<file path="config.mk">
export PLATFORM = sky130hd
export DESIGN_NAME = line_pixel_rasterizer
export DESIGN_NICKNAME = d
export VERILOG_FILES = /design/src/rtl/lpr_pkg.sv /design/src/rtl/line_pixel_rasterizer.sv
export SDC_FILE = /design/constraint.sdc
export NUM_CORES = 1
export LEC_CHECK = 0
export ABC_CLOCK_PERIOD_IN_PS = 6200
export BUFFER_PORTS_ARGS = -buffer_cell sky130_fd_sc_hd__buf_2
export CAP_MARGIN = 25
export CORE_MARGIN = 2
export CORE_UTILIZATION = 53
export DETAILED_ROUTE_END_ITERATION = 12
export GPL_TIMING_DRIVEN = 0
export MAX_ROUTING_LAYER = met4
export PLACE_DENSITY = 0.83
export SLEW_MARGIN = 10
export SYNTH_ARGS = -nofsm -noshare
export SYNTH_HDL_FRONTEND = slang
export SYNTH_SLANG_ARGS = --single-unit
</file>
<file path="constraint.sdc">
create_clock -name clock -period 6.2 [get_ports clock]
set_clock_uncertainty 0.05 [all_clocks]
set_input_delay 0.62 -clock clock [delete_from_list [all_inputs] [get_ports clock]]
set_output_delay 0.62 -clock clock [all_outputs]
set_load 0.1 [all_outputs]
</file>
<file path="src/rtl/lpr_pkg.sv">
`timescale 1ns / 1ps

package lpr_pkg;

   // Request opcode carried in req_func
   typedef enum logic {
      FUNC_LOAD = 1'b0,   // latch new line endpoints
      FUNC_STEP = 1'b1    // emit next pixel of the active line
   } func_type;

endpackage

</file>
<file path="src/rtl/line_pixel_rasterizer.sv">
`timescale 1ns / 1ps

// Channel | Dir | Handshake           | Payload
// --------+-----+---------------------+---------------------------------------------
// req     | in  | req_valid/req_ready | req_func, req_x_start, req_y_start,
//         |     |                     | req_x_end, req_y_end
// rsp     | out | rsp_valid/rsp_ready | rsp_pixel_x, rsp_pixel_y, rsp_last
//
// One beat per clock each way while rsp is not stalled. An accepted step beat is
// registered in the input stage, which also registers |dx|, |dy| and the directions;
// then one add on the error term and a +/-1 per axis load its pixel into the result register.
// Reset is synchronous, active high; it drops any active line and empties both stages.
// A stalled rsp holds its beat while the input stage still takes one more req beat;
// loads and steps without an active line drain even then.

module line_pixel_rasterizer #(
   parameter int COORD_BITS = 12
) (
   input  logic                         clock,
   input  logic                         reset,

   input  logic                         req_valid,
   output logic                         req_ready,
   input  logic                         req_func,
   input  logic signed [COORD_BITS-1:0] req_x_start,
   input  logic signed [COORD_BITS-1:0] req_y_start,
   input  logic signed [COORD_BITS-1:0] req_x_end,
   input  logic signed [COORD_BITS-1:0] req_y_end,

   output logic                         rsp_valid,
   input  logic                         rsp_ready,
   output logic signed [COORD_BITS-1:0] rsp_pixel_x,
   output logic signed [COORD_BITS-1:0] rsp_pixel_y,
   output logic                         rsp_last
);

   localparam int N  = COORD_BITS;
   localparam int EW = COORD_BITS + 3;   // error term and its increments

   // ------------------------------------------------------------------
   // Stage 1: register the beat together with |dx|, |dy| and directions.
   // Both differences are formed in parallel so abs is a plain select.
   // ------------------------------------------------------------------
   logic                s1_valid_ff;
   logic                s1_func_ff;
   logic [N-1:0]        s1_xs_ff, s1_ys_ff;
   logic [N-1:0]        s1_adx_ff, s1_ady_ff;
   logic                s1_xneg_ff, s1_yneg_ff;

   logic [N:0]          xs_ext, ys_ext, xe_ext, ye_ext;
   logic [N:0]          dx_fwd, dx_rev, dy_fwd, dy_rev;
   logic [N-1:0]        s1_adx_in, s1_ady_in;
   logic                s1_xneg_in, s1_yneg_in;

   assign xs_ext = {req_x_start[N-1], req_x_start};
   assign ys_ext = {req_y_start[N-1], req_y_start};
   assign xe_ext = {req_x_end[N-1], req_x_end};
   assign ye_ext = {req_y_end[N-1], req_y_end};

   assign dx_fwd = xe_ext - xs_ext;
   assign dx_rev = xs_ext - xe_ext;
   assign dy_fwd = ye_ext - ys_ext;
   assign dy_rev = ys_ext - ye_ext;

   assign s1_xneg_in = dx_fwd[N];
   assign s1_yneg_in = dy_fwd[N];
   assign s1_adx_in  = s1_xneg_in ? dx_rev[N-1:0] : dx_fwd[N-1:0];
   assign s1_ady_in  = s1_yneg_in ? dy_rev[N-1:0] : dy_fwd[N-1:0];

   // ------------------------------------------------------------------
   // Stage 2: line state and the result register
   // ------------------------------------------------------------------
   logic                active_ff, first_pending_ff;
   logic                x_major_ff, step_x_neg_ff, step_y_neg_ff;
   logic [N-1:0]        cur_x_ff, cur_y_ff;
   logic [N-1:0]        pixels_left_ff;
   logic signed [EW-1:0] error_term_ff;
   logic signed [EW-1:0] inc_diag_ff;      // 2*minor - 2*major
   logic signed [EW-1:0] inc_straight_ff;  // 2*minor

   logic                rsp_valid_ff;
   logic [N-1:0]        rsp_pixel_x_ff, rsp_pixel_y_ff;
   logic                rsp_last_ff;

   logic                out_free, is_step, is_load, produce, s1_go;

   assign out_free = !rsp_valid_ff || rsp_ready;
   assign is_step  = (s1_func_ff == lpr_pkg::FUNC_STEP);
   assign is_load  = (s1_func_ff == lpr_pkg::FUNC_LOAD);
   assign produce  = is_step && active_ff;
   // a beat leaves stage 1 unless it needs the result register and that is full
   assign s1_go    = s1_valid_ff && (!produce || out_free);
   assign req_ready = !s1_valid_ff || s1_go;

   // load: major axis, initial error and the two increments
   logic                 x_major_in;
   logic [N-1:0]         dmaj, dmin;
   logic signed [EW-1:0] maj_e, min2_e;
   logic signed [EW-1:0] err_init, inc_diag_init;

   assign x_major_in    = s1_adx_ff > s1_ady_ff;   // tie goes y-major
   assign dmaj          = x_major_in ? s1_adx_ff : s1_ady_ff;
   assign dmin          = x_major_in ? s1_ady_ff : s1_adx_ff;
   assign maj_e         = signed'({3'b000, dmaj});
   assign min2_e        = signed'({2'b00, dmin, 1'b0});
   assign err_init      = min2_e - maj_e;
   assign inc_diag_init = min2_e - (maj_e <<< 1);

   // step: one add on the error term, +/-1 on each coordinate
   logic                 diag, move_x, move_y, is_last;
   logic signed [EW-1:0] err_step;
   logic [N-1:0]         x_step, y_step, cur_x_in, cur_y_in, pixels_left_in;

   assign diag     = !error_term_ff[EW-1];
   assign err_step = error_term_ff + (diag ? inc_diag_ff : inc_straight_ff);
   assign move_x   = x_major_ff || diag;
   assign move_y   = !x_major_ff || diag;
   assign x_step   = step_x_neg_ff ? {N{1'b1}} : N'(1);
   assign y_step   = step_y_neg_ff ? {N{1'b1}} : N'(1);

   always_comb begin
      cur_x_in       = cur_x_ff;
      cur_y_in       = cur_y_ff;
      pixels_left_in = pixels_left_ff;
      if (first_pending_ff) begin
         // start pixel goes out untouched
         is_last = (pixels_left_ff == '0);
      end else begin
         if (move_x) begin
            cur_x_in = cur_x_ff + x_step;
         end
         if (move_y) begin
            cur_y_in = cur_y_ff + y_step;
         end
         pixels_left_in = pixels_left_ff - N'(1);
         is_last        = (pixels_left_ff == N'(1));
      end
   end

   always_ff @(posedge clock) begin
      if (reset) begin
         s1_valid_ff <= 1'b0;
      end else if (req_ready) begin
         s1_valid_ff <= req_valid;
      end
      if (req_valid && req_ready) begin
         s1_func_ff <= req_func;
         s1_xs_ff   <= req_x_start;
         s1_ys_ff   <= req_y_start;
         s1_adx_ff  <= s1_adx_in;
         s1_ady_ff  <= s1_ady_in;
         s1_xneg_ff <= s1_xneg_in;
         s1_yneg_ff <= s1_yneg_in;
      end
   end

   always_ff @(posedge clock) begin
      if (reset) begin
         active_ff        <= 1'b0;
         first_pending_ff <= 1'b0;
         rsp_valid_ff     <= 1'b0;
      end else begin
         if (s1_go && is_load) begin
            active_ff        <= 1'b1;
            first_pending_ff <= 1'b1;
         end else if (s1_go && produce) begin
            first_pending_ff <= 1'b0;
            if (is_last) begin
               active_ff <= 1'b0;
            end
         end
         if (s1_go && produce) begin
            rsp_valid_ff <= 1'b1;
         end else if (rsp_ready) begin
            rsp_valid_ff <= 1'b0;
         end
      end

      if (s1_go && is_load) begin
         cur_x_ff        <= s1_xs_ff;
         cur_y_ff        <= s1_ys_ff;
         x_major_ff      <= x_major_in;
         step_x_neg_ff   <= s1_xneg_ff;
         step_y_neg_ff   <= s1_yneg_ff;
         pixels_left_ff  <= dmaj;
         error_term_ff   <= err_init;
         inc_diag_ff     <= inc_diag_init;
         inc_straight_ff <= min2_e;
      end else if (s1_go && produce) begin
         cur_x_ff       <= cur_x_in;
         cur_y_ff       <= cur_y_in;
         pixels_left_ff <= pixels_left_in;
         if (!first_pending_ff) begin
            error_term_ff <= err_step;
         end
         rsp_pixel_x_ff <= cur_x_in;
         rsp_pixel_y_ff <= cur_y_in;
         rsp_last_ff    <= is_last;
      end
   end

   assign rsp_valid   = rsp_valid_ff;
   assign rsp_pixel_x = signed'(rsp_pixel_x_ff);
   assign rsp_pixel_y = signed'(rsp_pixel_y_ff);
   assign rsp_last    = rsp_last_ff;

   // ------------------------------------------------------------------
   // Assertions
   // ------------------------------------------------------------------
   a_first_needs_active: assert property (@(posedge clock) disable iff (reset)
      first_pending_ff |-> active_ff)
      else $error("first pixel pending without an active line");

   a_steps_remain: assert property (@(posedge clock) disable iff (reset)
      (active_ff && !first_pending_ff) |-> (pixels_left_ff != '0))
      else $error("active line with no major-axis steps left");

   a_load_arms: assert property (@(posedge clock) disable iff (reset)
      (s1_go && is_load) |=> (active_ff && first_pending_ff))
      else $error("load did not arm the line");

   a_last_ends_line: assert property (@(posedge clock) disable iff (reset)
      (s1_go && produce && is_last) |=> (!active_ff && rsp_valid_ff && rsp_last_ff))
      else $error("last pixel left the line active");

   a_no_pixel_idle: assert property (@(posedge clock) disable iff (reset)
      (s1_go && is_step && !active_ff && (!rsp_valid_ff || rsp_ready)) |=> !rsp_valid_ff)
      else $error("pixel produced without an active line");

endmodule
</file>
# Word-level counts from Yosys, hierarchy flattened

Cells that the tools add are included.
W data, S select, Z words.

Bits in registers: 161
Input port bits: 53

Add/subtract/negate cells: 10
$lt $le $gt $ge: 1
Eq/ne operators: 2
Muxes and demuxes: 29
Bitwise logic cells: 2
Reduce and logical (&&, ||, !) cells: 22

Operators by type and width:

| operator                | number |
|---|---|
| $mux W12                | 17 |
| $mux W15                | 4 |
| $sub A12 B12 Y13        | 2 |
| $add A12 B12 Y12        | 2 |
| $sub A12 B12 Y12        | 2 |
| $add A15 B15 Y15        | 1 |
| $sub A13 B12 Y14        | 1 |
| $sub A13 B13 Y14        | 1 |
| $eq A12 B1 Y1 const B   | 1 |
| $gt A12 B12 Y1          | 1 |
| $logic_not A12 Y1       | 1 |
| $sub A12 B1 Y12 const B | 1 |
| $mux W1                 | 8 |
| $reduce_and A2 Y1       | 3 |
| $reduce_bool A2 Y1      | 3 |
| $logic_and A1 B1 Y1     | 5 |
| $logic_not A1 Y1        | 5 |
| $logic_or A1 B1 Y1      | 5 |
| $ne A2 B1 Y1 const B    | 1 |
| $not A1 Y1              | 2 |

# Logic depth before layout (Yosys ltp)

Gate-level depths: netlist of the first run.

Depth after elaboration: 7
Mapped depth: 22
Gate-level depth less buffers: 18

# Least setup slack after synthesis of the first run

No wires, ideal clock.

Path type: register to register
From: reg s1_adx_ff[9]
To: reg error_term_ff[5], data pin
Setup time: 267 ps
Arrival time: 4065 ps
Slack: 1818 ps
Cell stages (with the launch flop): 19
Buffers on the path: 5
Path through: edfxtp_1 > ha_1 > buf_4 > a211o_1 > a21oi_4 > o211ai_4 > o21ai_4 > buf_4 > buf_4 > buf_2 > clkbuf_1 > o21ai_0 > ha_1 > o2111ai_1 > and2_1 > maj3_1 > a21oi_1 > xor2_1 > o21ai_0

Longest elaborated chain between the ends: 4
Elaborated cells on any way between the ends: 5
Those cells by class: add/sub (1); order compare (1); mux (3)

RTL lines:

| item                   | RTL line                     | RTL |
|---|---|---|
| from (decl)            | line_pixel_rasterizer.sv:47  | `logic [N-1:0] s1_adx_ff, s1_ady_ff;` |
| from (signal assigned) | line_pixel_rasterizer.sv:150 | `s1_adx_ff <= s1_adx_in;` |
| $gt A12 B12 Y1         | line_pixel_rasterizer.sv:101 | `assign x_major_in = s1_adx_ff > s1_ady_ff;` |
| $mux W12               | line_pixel_rasterizer.sv:103 | `assign dmin = x_major_in ? s1_ady_ff : s1_adx_ff;` |
| via dmin[1]            | line_pixel_rasterizer.sv:97  | `logic [N-1:0] dmaj, dmin;` |
| $sub A13 B12 Y14       | line_pixel_rasterizer.sv:106 | `assign err_init = min2_e - maj_e;` |
| $mux W15               | line_pixel_rasterizer.sv:179 | `if (s1_go && is_load) begin` |
| to (signal assigned)   | line_pixel_rasterizer.sv:186 | `error_term_ff <= err_init;` |
| to (signal assigned)   | line_pixel_rasterizer.sv:194 | `error_term_ff <= err_step;` |
| to (decl)              | line_pixel_rasterizer.sv:77  | `logic signed [EW-1:0] error_term_ff;` |

The timed path passes the listed nets, and every way through them passes these cells.
A chain may end at the register's enable or synchronous reset.

# Final worst setup path of the first run

From: reg s1_ady_ff[9]
To: reg inc_diag_ff[13], data pin

Longest elaborated chain between the ends: 3
Elaborated cells on any way between the ends: 4
Those cells by class: add/sub (1); order compare (1); mux (2)

RTL lines:

| item                               | RTL line                                                   | RTL |
|---|---|---|
| from (decl)                        | line_pixel_rasterizer.sv:47                                |  |
| from (signal assigned)             | line_pixel_rasterizer.sv:151                               | `s1_ady_ff <= s1_ady_in;` |
| $gt A12 B12 Y1                     | line_pixel_rasterizer.sv:101                               |  |
| $mux W12, on equally long branches | line_pixel_rasterizer.sv:103, line_pixel_rasterizer.sv:102 |  |
| $sub A13 B13 Y14 *                 | line_pixel_rasterizer.sv:107                               | `assign inc_diag_init = min2_e - (maj_e <<< 1);` |
| via inc_diag_init[13]              | line_pixel_rasterizer.sv:99                                | `logic signed [EW-1:0] err_init, inc_diag_init;` |
| to (signal assigned)               | line_pixel_rasterizer.sv:187                               | `inc_diag_ff <= inc_diag_init;` |
| to (decl)                          | line_pixel_rasterizer.sv:78                                | `logic signed [EW-1:0] inc_diag_ff;` |

Mark *: on every way through the listed nets, which the timed path passes. The rest lies on a longest branch.

==> summary.md, run 1 <==
| Metric | Value |
|---|---|
| Net count after synthesis | 1348 |
| Hold WS | 0.3151 ns |
| Seq/Total Area, Yosys | 41.07% |
| Num rows | 53 |
| Layout cells sized above 1 | 13.20% |
| Residual DRC | 0 |
| EDFF count, synth | 154 |
| Filler cells | 1725 |
| Synth warn | 0 |
| Adder-Cell Fraction of Synth Area | 12.56% |
| RSZ-0062 raised after global routing | no |
| CTS-repair resized insts | 0 |
| Setup crit start kind | register |
| PortBufs | 79 |
| Synth top area share | 40.38% |
| Clock transition at the registers of the reported paths | 0.07 ns |
| Tot Pwr | 4.164 mW |
| Relative max-transition margin | 38.27% |
| Largest family of logic cells by synthesized area | compound AO/OA/AOI/OAI gates |
| Pins Over Slew Limit | 0 |
| Area growth syn-to-layout | 12.61% |
| FF-to-FF End | inc_diag_ff[13]$_DFFE_PP_ |
| Clock buffer count from CTS | 17 |
| Pre-CTS setup slack | 0.8085 ns |
| CP delay by family, top | compound AO/OA/AOI/OAI gates |
| I/O Pins | 80 |
| Core area | 0.02109 mm² |
| Clock Latency Late Sink | 0.44 ns |
| Maximum number of pins on one net before global-route repair | 41 |
| Reg2reg path depth | 22 |
| Yosys reg bits | 158 |
| Nets | 1450 |
| Postcts setup bufs | 0 |
| CTS Root Cell | clkbuf_16 |
| Sequential Area | 0.004705 mm² |
| Met3 Use GR | 4.066% |
| Arr. time, crit path | 5.70 ns |
| Hold path cells | 1 |
| Worst Hold Class | input port to register |
| DR vias | 9207 |
| Routed WL | 28.14 mm |
| Drt wl/cell | 17.83 µm |
| CP Buf/Inv Count | 7 |
| H-Tree Depth | 4 |
| Hpwl dp | 21.27 mm |
| Most frequent cells in the layout | edfxtp_1 (154), inv_1 (138), nand2_1 (110), ha_1 (99), o21ai_0 (94) |
| Worst Hold Launch | req_func |
| Final Worst Setup Slack | 0.7242 ns |
| Yosys top cell by area | edfxtp_1 |
| Commonest non-fill, non-tap cell in the layout | edfxtp_1 |
| Layer carrying the most global-route usage | met2 |
| Req. time, crit path | 6.43 ns |
| Status | finished clean |
| Synth Area in Simple Gates | 11.91% |
| Compound-Gate Fraction of Synth Area | 16.99% |
| Worst Hold Endpoint | is_step$_DFFE_PP_ |
| Cell variety after synth | 75 |
| Initial Utilization | 54.31% |
| Top achievable clock speed | 182.6 MHz |
| CTS tree | yes |
| Drt pass-1 iters | 6 |
| R2r startpoint | s1_ady_ff[9]$_DFFE_PP_ |
| WS Path Type | register to register |
| Leak Pwr | 5.579 nW |
| Reg2Reg Setup Slack | 0.72 ns |
| CP peak stage delay | 0.45 ns |
| Die X-Extent | 151.0 µm |
| Post-synthesis xor/xnor area fraction | 5.659% |
| First-pass GRT wire length | 45.38 mm |
| # hold bufs at CTS | 0 |
| Antenna violations before repair | 0 |
| Global routing usage on met1 | 35.02% |
| Mux share of post-synthesis cell area | 5.844% |
| Met2 Use GR | 42.68% |
| Crit end category | register |
| Die ar. | 0.02280 mm² |
| CTS Buffer Depth | 2 |
| Setup TNS | 0 ns |
| Synthesized area per cell | 9.641 µm² |
| Max cap viols | 0 |
| Antenna Cells | 0 |
| DR iter-0 viols | 921 |
| Die H | 151.0 µm |
| Top_reg_cell synth | edfxtp_1 |
| Worst Path Max Fanout | 10 |
| Multi-input logic area | 0.006078 mm² |
| Synth async-reset ratio | 0% |
| Remaining Overflow, GRT | 0 |
| CTS sink cnt | 158 |
| Final Setup Violations | 0 |
| Synthesized instance count | 1188 |
| All-Layer GR Usage | 26.63% |
| GPL Wtd Cong | 0.9710 |
| Vias in the first global route | 8889 |
| Min Clock Period, post-route | 5.476 ns |
| Peak supply drop | 0.2294 mV |
| Synth Cell Area | 0.01145 mm² |
| Top post-synthesis cells by area | edfxtp_1 (40%), ha_1 (11%), inv_1 (4.5%) |
| Worst Tran Pin Value | 0.9260 ns |
| Vias/cell | 5.835 |
| Routed Antenna Nets | 0 |
| Crit-path slowest cell | edfxtp_1 |
| Final Hold Vio Count | 0 |
| Pwr Density | 322.9 mW/mm² |
| Tcrit/Tclk final | 88.32% |
| Critical path cell sequence | inv_1 > ha_1 > buf_4 > a211o_1 > a21oi_4 > o211ai_4 > o21ai_4 > buf_4 > buf_4 > buf_2 > clkbuf_1 > nand2_1 > nand2_1 > nand2_1 > ha_1 > inv_1 > o221a_2 > o21ai_0 > a21oi_1 > o221ai_1 > a311o_1 > o211ai_1 |
| Final Util | 61.16% |
[state kept, by name (all words and copies together) (netlist names), 12 cells and up]
signal,cells
error_term_ff,14
inc_diag_ff,13
cur_x_ff,12
cur_y_ff,12
inc_straight_ff,12
pixels_left_ff,12
rsp_pixel_x,12
rsp_pixel_y,12
s1_adx_ff,12
s1_ady_ff,12
s1_xs_ff,12
s1_ys_ff,12
[cell families (layout without fill, tap and decap cells)]
group / count (synthesis) / in the layout
muxes: 63 / 63
AOI/OAI and AO/OA: 304 / 304
xor gates and xnor gates: 74 / 74
buffers and inverters: 175 / 290
adders and majority gates: 111 / 111
and+or+nand+nor: 303 / 303
DFF: 158 / 158
[metal layers]
layer  vias up  part of all wire (%)
met5         -                     0
li1       4421                     -
met2       374                    48
met1      4357                    43
met3        55                   7.2
met4         0                   2.4
[stage by stage]
step	cells	cell area (µm²)
2_1_floorplan	1188	11450
3_3_place_gp	1542	12190
3_5_place_dp	1545	12260
4_1_cts	1577	12870
5_1_grt	1578	12900
6_report	1578	12900
[area by class of cell]
class	count	area share, %
clock inverter	15	1.416
timing repair buffer	83	3.706
tap	275	2.668
buffer	34	1.184
sequential	158	36.48
clock buffer	17	3.298
inverter	141	4.123
multi-input combinational	855	47.13
[synthesized netlist by cell type (3+ instances only)]
master / n
mux2_2: 28
o31ai_1: 11
buf_4: 3
nor2b_1: 20
and2_1: 8
nand2_1: 110
nand3_1: 13
a21boi_0: 21
dfxtp_1: 4
o21a_1: 9
edfxtp_1: 154
nand4_1: 3
o2111ai_1: 4
xnor2_1: 50
o21ai_0: 95
or3_1: 9
nor3_1: 16
a211oi_1: 7
maj3_1: 4
a21oi_1: 73
o22ai_1: 6
a211o_1: 4
ha_1: 99
buf_2: 3
buf_1: 3
a31oi_1: 14
inv_1: 138
fa_1: 8
xor2_1: 24
and3_1: 6
o211ai_1: 9
clkbuf_1: 23
a21o_1: 16
nor4_1: 3
or2_2: 3
nand2b_1: 14
mux2i_1: 34
nor2_1: 92
[how the worst max path moves through the flow]
stage | endpoint | start | cells after the start
floorplan | error_term_ff[5]$_DFFE_PP_ | s1_adx_ff[9]$_DFFE_PP_ | 18
global placement | inc_diag_ff[13]$_DFFE_PP_ | s1_ady_ff[9]$_DFFE_PP_ | 22
detailed placement | inc_diag_ff[13]$_DFFE_PP_ | s1_ady_ff[9]$_DFFE_PP_ | 22
CTS | inc_diag_ff[13]$_DFFE_PP_ | s1_ady_ff[9]$_DFFE_PP_ | 22
global route | inc_diag_ff[13]$_DFFE_PP_ | s1_ady_ff[9]$_DFFE_PP_ | 22
finish | inc_diag_ff[13]$_DFFE_PP_ | s1_ady_ff[9]$_DFFE_PP_ | 22
[power by group]
group          total, mW  internal [mW]  switching, mW
Clock               1.08          0.609          0.471
Sequential          1.40           1.34         0.0654
Combinational       1.68          0.674           1.01
No activity file was read; power rests on OpenSTA's default activity.
==> inputs of run 2 (changes only) <==
--- a/config.mk
+++ b/config.mk
@@ -14,6 +14,7 @@
 export GPL_TIMING_DRIVEN = 0
 export MAX_ROUTING_LAYER = met4
 export PLACE_DENSITY = 0.83
+export REMOVE_ABC_BUFFERS = 1
 export SLEW_MARGIN = 10
 export SYNTH_ARGS = -nofsm -noshare
 export SYNTH_HDL_FRONTEND = slang
==> summary.md, run 2 (same netlist as run 1, synthesis figures left out) <==
| Metric | Value |
|---|---|
| Status | finished clean |
| RSZ-0062 raised after global routing | no |
| CTS Buffer Depth | 2 (unchanged) |
| Switching pwr | 1.500 mW (-3.0%) |
| I/O Pins | 80 (unchanged) |
| Gate power share | 40.8% (+0.4 points) |
| All-Layer GR Usage | 24.94% (-1.7 points) |
| Layout cells sized above 1 | 12.89% (-0.31 points) |
| Clock Latency Late Sink | 0.43 ns (about the same) |
| CTS-repair resized insts | 0 (unchanged) |
| Req. time, crit path | 6.40 ns (-0.03 ns) |
| Min Clock Period, post-route | 5.143 ns (-0.3328 ns) |
| Pins Over Slew Limit | 0 (unchanged) |
| FF-to-FF End | inc_diag_ff[13]$_DFFE_PP_ |
| Die ar. | 0.02280 mm² (unchanged) |
| Postcts setup bufs | 0 (unchanged) |
| CTS tree | yes |
| Sequential share of power | 34.6% (+1.0 points) |
| Die X-Extent | 151.0 µm (unchanged) |
| WS Path Type | register to register |
| Final Setup Violations | 0 (unchanged) |
| Antenna Cells | 0 (unchanged) |
| # hold bufs at CTS | 0 (unchanged) |
| DR vias | 8974 (-2.5%) |
| R2r startpoint | s1_ady_ff[9]$_DFFE_PP_ |
| Hold WS | 0.3105 ns (-0.004566 ns) |
| Internal power | 2.557 mW (-2.4%) |
| Peak supply drop | 0.1783 mV (-22%) |
| Initial Utilization | 54.31% (unchanged) |
| H-Tree Depth | 4 (unchanged) |
| Setup crit end | inc_diag_ff[13]$_DFFE_PP_ |
| DR iter-0 viols | 823 (-11%) |
| Critical path launch point | s1_ady_ff[9]$_DFFE_PP_ |
| Antenna violations before repair | 0 (unchanged) |
| Nets | 1419 (-2.1%) |
| Cells after DPL | 1514 (-2.0%) |
| Die H | 151.0 µm (unchanged) |
| Filler cells | 1705 (-1.2%) |
| Clock transition at the registers of the reported paths | 0.07 ns (about the same) |
| Fin cells | 1547 (-2.0%) |
| Clock network fraction of total power | 24.5% (-1.4 points) |
| Vias in the first global route | 8700 (-2.1%) |
| Worst Path Max Fanout | 30 (+20) |
| Commonest non-fill, non-tap cell in the layout | edfxtp_1 |
| Residual DRC | 0 (unchanged) |
| CTS Root Cell | clkbuf_16 |
| Sw frac | 36.97% (-0.15 points) |
| Reg2reg path depth | 17 (-23%) |
| Hpwl dp | 20.12 mm (-5.4%) |
| Pwr Density | 317.7 mW/mm² (-1.6%) |
| Worst Tran Pin Value | 0.8834 ns (-0.04265 ns) |
| Routed WL | 26.96 mm (-4.2%) |
| CTS sink cnt | 158 (unchanged) |
| Vias/cell | 5.801 (-0.58%) |
| Maximum number of pins on one net before global-route repair | 64 (+56%) |
| Largest register FFs | 14 (unchanged) |
| Routed Antenna Nets | 0 (unchanged) |
| Drt pass-1 iters | 6 (unchanged) |
| Crit end category | register |
| Core area | 0.02109 mm² (unchanged) |
| Clock buffer count from CTS | 17 (unchanged) |
| Top achievable clock speed | 194.4 MHz (+6.5%) |
| Reg with most FFs | error_term_ff |
| Remaining Overflow, GRT | 0 (unchanged) |
| Drt wl/cell | 17.43 µm (-2.3%) |
| Worst Hold Class | input port to register |
| GPL Wtd Cong | 0.9636 (-0.76%) |
| Most frequent cells in the layout | edfxtp_1 (154), inv_1 (138), nand2_1 (110), ha_1 (99), o21ai_0 (94) |
| First-pass GRT wire length | 42.87 mm (-5.5%) |
| Largest regs | error_term_ff: 14 flops, inc_diag_ff: 13 flops |
| Area growth syn-to-layout | 11.46% |
| PortBufs | 79 (unchanged) |
| Leak Pwr | 5.522 nW (-1.0%) |
| Final Hold Vio Count | 0 (unchanged) |
| Arr. time, crit path | 5.34 ns (-0.36 ns) |
| Num rows | 53 (unchanged) |
| Tcrit/Tclk final | 82.95% (-5.4 points) |
| Relative max-transition margin | 40.89% (+2.6 points) |
| Max cap viols | 0 (unchanged) |
| Setup crit start kind | register |
| Reg2Reg Setup Slack | 1.06 ns (+0.33 ns) |
-- run 2: cell types whose count changed in the layout (fill, tap and decap cells not counted), moves of 2 or more --
| cell | previous run | this run |
|---|---|---|
| clkbuf_2 | 2 | 0 |
| clkbuf_1 | 22 | 1 |
| buf_16 | 1 | 4 |
| clkinv_1 | 1 | 4 |
| buf_4 | 3 | 1 |
| clkinv_8 | 2 | 0 |
| buf_2 | 82 | 79 |
| buf_1 | 3 | 0 |
| inv_8 | 2 | 0 |
-- run 2: how the worst min path moves through the flow --
stage	start	to	slack, ns	cells after the start
2_1_floorplan	s1_xneg_ff$_DFFE_PP_	step_x_neg_ff$_DFFE_PP_	0.35	0
3_3_place_gp	s1_yneg_ff$_DFFE_PP_	step_y_neg_ff$_DFFE_PP_	0.35	0
3_5_place_dp	s1_yneg_ff$_DFFE_PP_	step_y_neg_ff$_DFFE_PP_	0.36	0
4_1_cts	req_func	is_step$_DFFE_PP_	0.30	1
5_1_grt	req_func	is_step$_DFFE_PP_	0.30	1
6_report	req_func	is_step$_DFFE_PP_	0.31	1
-- run 2: critical path: stages, from the launching register on --
cell      delay, ns
edfxtp_1       0.41
inv_1          0.08
ha_1           0.38
a211o_1        0.36
a21oi_4        0.22
o211ai_4       0.15
o21ai_4        0.61
inv_4          0.32
a21oi_1        0.39
nand2_1        0.11
ha_1           0.19
inv_1          0.07
o221a_2        0.20
o21ai_0        0.08
a21oi_1        0.37
o221ai_1       0.38
a311o_1        0.44
o211ai_1       0.13
-- run 2: cell type report --
cell class / count / area, µm² / area share [%]
repair buffers: 86 / 548.0 / 4.293
clock buffers: 18 / 429.2 / 3.362
well taps: 275 / 344.1 / 2.695
flip-flops and latches: 158 / 4705 / 36.85
clock inverters: 14 / 116.4 / 0.9115
multi-input cells: 855 / 6091 / 47.71
inverters: 141 / 533.0 / 4.175
-- run 2: routing by layer --
layer / up-vias / wire [µm] / track usage, %
met2: 316 / 12660 / 39.52
met3: 54 / 1618 / 4.398
li1: 4359 / - / -
met1: 4245 / 12130 / 32.61
met5: - / 0 / -
met4: 0 / 555 / 8.411
-- run 2: through the flow --
| step | power [mW] | area, µm² | setup slack, ns | util [%] | TNS [ns] |
|---|---|---|---|---|---|
| after CTS | 4.032 | 12740 | 1.173 | 60.41 | 0 |
| final | 4.056 | 12770 | 1.057 | 60.54 | 0 |
| after global placement | 2.972 | 12040 | -0.1873 | 57.10 | -0.1873 |
| after detailed placement | 3.039 | 12190 | 1.184 | 57.82 | 0 |
| after floorplan | 2.627 | 11300 | 1.724 | - | 0 |
| after global routing | 4.261 | 12770 | 0.8178 | 60.54 | 0 |
-- run 2: power groups by stage --
stage | clock (mW) | sequential, mW | combinational (mW)
5_1_grt | 1.04 | 1.41 | 1.81
4_1_cts | 0.997 | 1.40 | 1.63
2_1_floorplan | 0 | 1.41 | 1.22
6_report | 0.994 | 1.41 | 1.66
3_3_place_gp | 0 | 1.42 | 1.55
3_5_place_dp | 0 | 1.43 | 1.61
==> inputs of run 3 (changes only) <==
--- a/config.mk
+++ b/config.mk
@@ -5,7 +5,7 @@
 export SDC_FILE = /design/constraint.sdc
 export NUM_CORES = 1
 export LEC_CHECK = 0
-export ABC_CLOCK_PERIOD_IN_PS = 6200
+export ABC_CLOCK_PERIOD_IN_PS = 4200
 export BUFFER_PORTS_ARGS = -buffer_cell sky130_fd_sc_hd__buf_2
 export CAP_MARGIN = 25
 export CORE_MARGIN = 2
@@ -13,7 +13,7 @@
 export DETAILED_ROUTE_END_ITERATION = 12
 export GPL_TIMING_DRIVEN = 0
 export MAX_ROUTING_LAYER = met4
-export PLACE_DENSITY = 0.83
+export PLACE_DENSITY = 0.86
 export REMOVE_ABC_BUFFERS = 1
 export SLEW_MARGIN = 10
 export SYNTH_ARGS = -nofsm -noshare
==> constraint.sdc (replaced) <==
create_clock -name clock -period 4.2 [get_ports clock]
set_clock_uncertainty 0.05 [all_clocks]
set_input_delay 0.42 -clock clock [delete_from_list [all_inputs] [get_ports clock]]
set_output_delay 0.42 -clock clock [all_outputs]
set_load 0.1 [all_outputs]
==> summary.md, run 3 (same netlist as run 1, synthesis figures left out) <==
| Metric | Value |
|---|---|
| Largest regs | error_term_ff: 14 flops, inc_diag_ff: 13 flops |
| Hpwl dp | 19.96 mm (-0.79%) |
| Drt wl/cell | 18.06 µm (+3.6%) |
| Crit-path slowest cell | edfxtp_1 |
| CTS Buffer Depth | 2 (unchanged) |
| Tot Pwr | 6.527 mW (+61%) |
| Antenna Cells | 0 (unchanged) |
| DR vias | 9348 (+4.2%) |
| Die X-Extent | 151.0 µm (unchanged) |
| Critical path launch point | s1_adx_ff[8]$_DFFE_PP_ |
| R2r startpoint | s1_adx_ff[8]$_DFFE_PP_ |
| Worst Hold Launch | req_func |
| Maximum number of pins on one net before global-route repair | 64 (unchanged) |
| Critical path cell sequence | ha_4 > nand4_1 > nor3_2 > a21oi_4 > o21ai_4 > buf_12 > inv_8 > nor2_2 > a21oi_4 > fa_2 > inv_1 > a21o_1 > a41oi_2 > a211oi_2 > nor2_1 > xnor2_1 > mux2_2 |
| Final Setup Violations | 0 (unchanged) |
| Sequential Area | 0.004705 mm² (unchanged) |
| Commonest non-fill, non-tap cell in the layout | edfxtp_1 |
| Tcrit/Tclk final | 97.69% (+15 points) |
| WS Path Type | register to register |
| Routed WL | 28.53 mm (+5.8%) |
| CTS sink cnt | 158 (unchanged) |
| Top achievable clock speed | 243.7 MHz (+25%) |
| Filler cells | 1619 (-5.0%) |
| Clock buffer count from CTS | 17 (unchanged) |
| Area growth syn-to-layout | 15.71% |
| Clock Latency Late Sink | 0.44 ns (about the same) |
| Drt pass-1 iters | 6 (unchanged) |
| Remaining Overflow, GRT | 0 (unchanged) |
| DR iter-0 viols | 828 (+0.61%) |
| # hold bufs at CTS | 0 (unchanged) |
| Status | finished clean |
| Arr. time, crit path | 4.24 ns (-1.10 ns) |
| Clock transition at the registers of the reported paths | 0.06 ns (about the same) |
| Max cap viols | 0 (unchanged) |
| Vias in the first global route | 8914 (+2.5%) |
| Hold WS | 0.1201 ns (-0.1904 ns) |
| Pwr Density | 492.5 mW/mm² (+55%) |
| CTS Root Cell | clkbuf_16 |
| GPL Wtd Cong | 0.9392 (-2.5%) |
| Core area | 0.02109 mm² (unchanged) |
| Routed Antenna Nets | 0 (unchanged) |
| Initial Utilization | 54.31% (unchanged) |
| Final Hold Vio Count | 0 (unchanged) |
| Leak Pwr | 5.709 nW (+3.4%) |
| CTS tree | yes |
| Reg with most FFs | error_term_ff |
| Worst Tran Pin Value | 0.8868 ns (+0.003415 ns) |
| Final Util | 62.85% (+2.3 points) |
| Nets | 1452 (+2.3%) |
| Req. time, crit path | 4.33 ns (-2.07 ns) |
| CP Buf/Inv Count | 3 (unchanged) |
| Min Clock Period, post-route | 4.103 ns (-1.040 ns) |
| Peak supply drop | 0.3885 mV (+120%) |
| Most frequent cells in the layout | edfxtp_1 (154), inv_1 (134), nand2_1 (110), o21ai_0 (93), ha_1 (92) |
| Largest register FFs | 14 (unchanged) |
| Die ar. | 0.02280 mm² (unchanged) |
| CP peak stage delay | 0.52 ns (-0.09 ns) |
| Pins Over Slew Limit | 0 (unchanged) |
| I/O Pins | 80 (unchanged) |
| Relative max-transition margin | 40.66% (-0.23 points) |
| First-pass GRT wire length | 44.28 mm (+3.3%) |
| Residual DRC | 0 (unchanged) |
| H-Tree Depth | 4 (unchanged) |
| Num rows | 53 (unchanged) |
| Setup crit start kind | register |
| All-Layer GR Usage | 25.71% (+0.77 points) |
| Worst Hold Class | input port to register |
| PortBufs | 79 (unchanged) |
| Die H | 151.0 µm (unchanged) |
| Layout cells sized above 1 | 17.55% (+4.7 points) |
| Multi-input logic area | 0.006241 mm² (+2.5%) |
| CP delay by family, top | compound AO/OA/AOI/OAI gates |
| Antenna violations before repair | 1 (+1) |
| Most used cell, CP | a21oi_4 |
| Worst Path Max Fanout | 7 (-77%) |
| Vias/cell | 5.916 (+2.0%) |
| Crit end category | register |
| Setup TNS | 0 ns (unchanged) |
[run 3: cell count changes in the layout (fill, tap and decap cells not counted), moves of 4 or more]
cell      previous run  this run
buf_4                1        32
a21oi_1             73        68
ha_1                99        92
inv_2                1         5
ha_2                 0         4
inv_1              138       134
clkinv_1             4         0
[run 3: path summary, 6_finish.rpt]
check | to | slack (ns) | cells past startpoint
worst max-delay path | error_term_ff[8]$_DFFE_PP_ | 0.1 | 17
worst min register to register | step_x_neg_ff$_DFFE_PP_ | 0.38 | 0
worst max register to register | error_term_ff[8]$_DFFE_PP_ | 0.1 | 17
worst min-delay path | is_step$_DFFE_PP_ | 0.12 | 1
[run 3: where the power goes]
group | switching, mW | internal, mW
clock network | 0.676 | 1.01
registers | 0.0904 | 1.97
logic | 1.60 | 1.18
[run 3: routing by layer]
| layer | part of all wire (%) | track usage, % | vias to the layer above |
|---|---|---|---|
| met5 | 0 | - | - |
| met4 | 2.6 | 7.570 | 0 |
| met3 | 7.0 | 4.608 | 66 |
| met2 | 48 | 41.80 | 378 |
| met1 | 43 | 33.14 | 4476 |
| li1 | - | - | 4428 |
[run 3: layout make-up]
type	count	area share, %
clock buffers	17	3.210
clock inverters	15	1.567
repair inverters	1	0.04721
inverters	141	4.060
repair buffers	118	5.929
flip-flops and latches	158	35.50
multi-input cells	855	47.09
well taps	275	2.596
[run 3: stage by stage]
| step | instances | cell area (µm²) | worst slack, ns |
|---|---|---|---|
| detailed placement | 1512 | 12140 | -0.3276 |
| global placement | 1508 | 12040 | -2.020 |
| floorplan | 1154 | 11300 | -0.2759 |
| finish | 1580 | 13250 | 0.09683 |
| CTS | 1559 | 12910 | 0.01238 |
| global route | 1580 | 13250 | -0.06763 |
[run 3: what timing repair did]
item | CTS | global route
gates cloned | 1 | 0
gates resized for setup | 8 | 28
setup endpoints to repair | 12 | 11
pin swaps | 3 | 12
buffers inserted | 14 | 19
hold endpoints to repair | 0 | 0
[run 3: worst reg2reg max path: cells and delay by family (launching register included)]
family | cells | cell delay, ns
fa+ha+maj | 2 | 0.79
xor+xnor | 1 | 0.13
compound gates | 6 | 0.96
flops | 1 | 0.52
buf+inv | 3 | 0.29
simple gates | 4 | 0.83
mux | 1 | 0.27
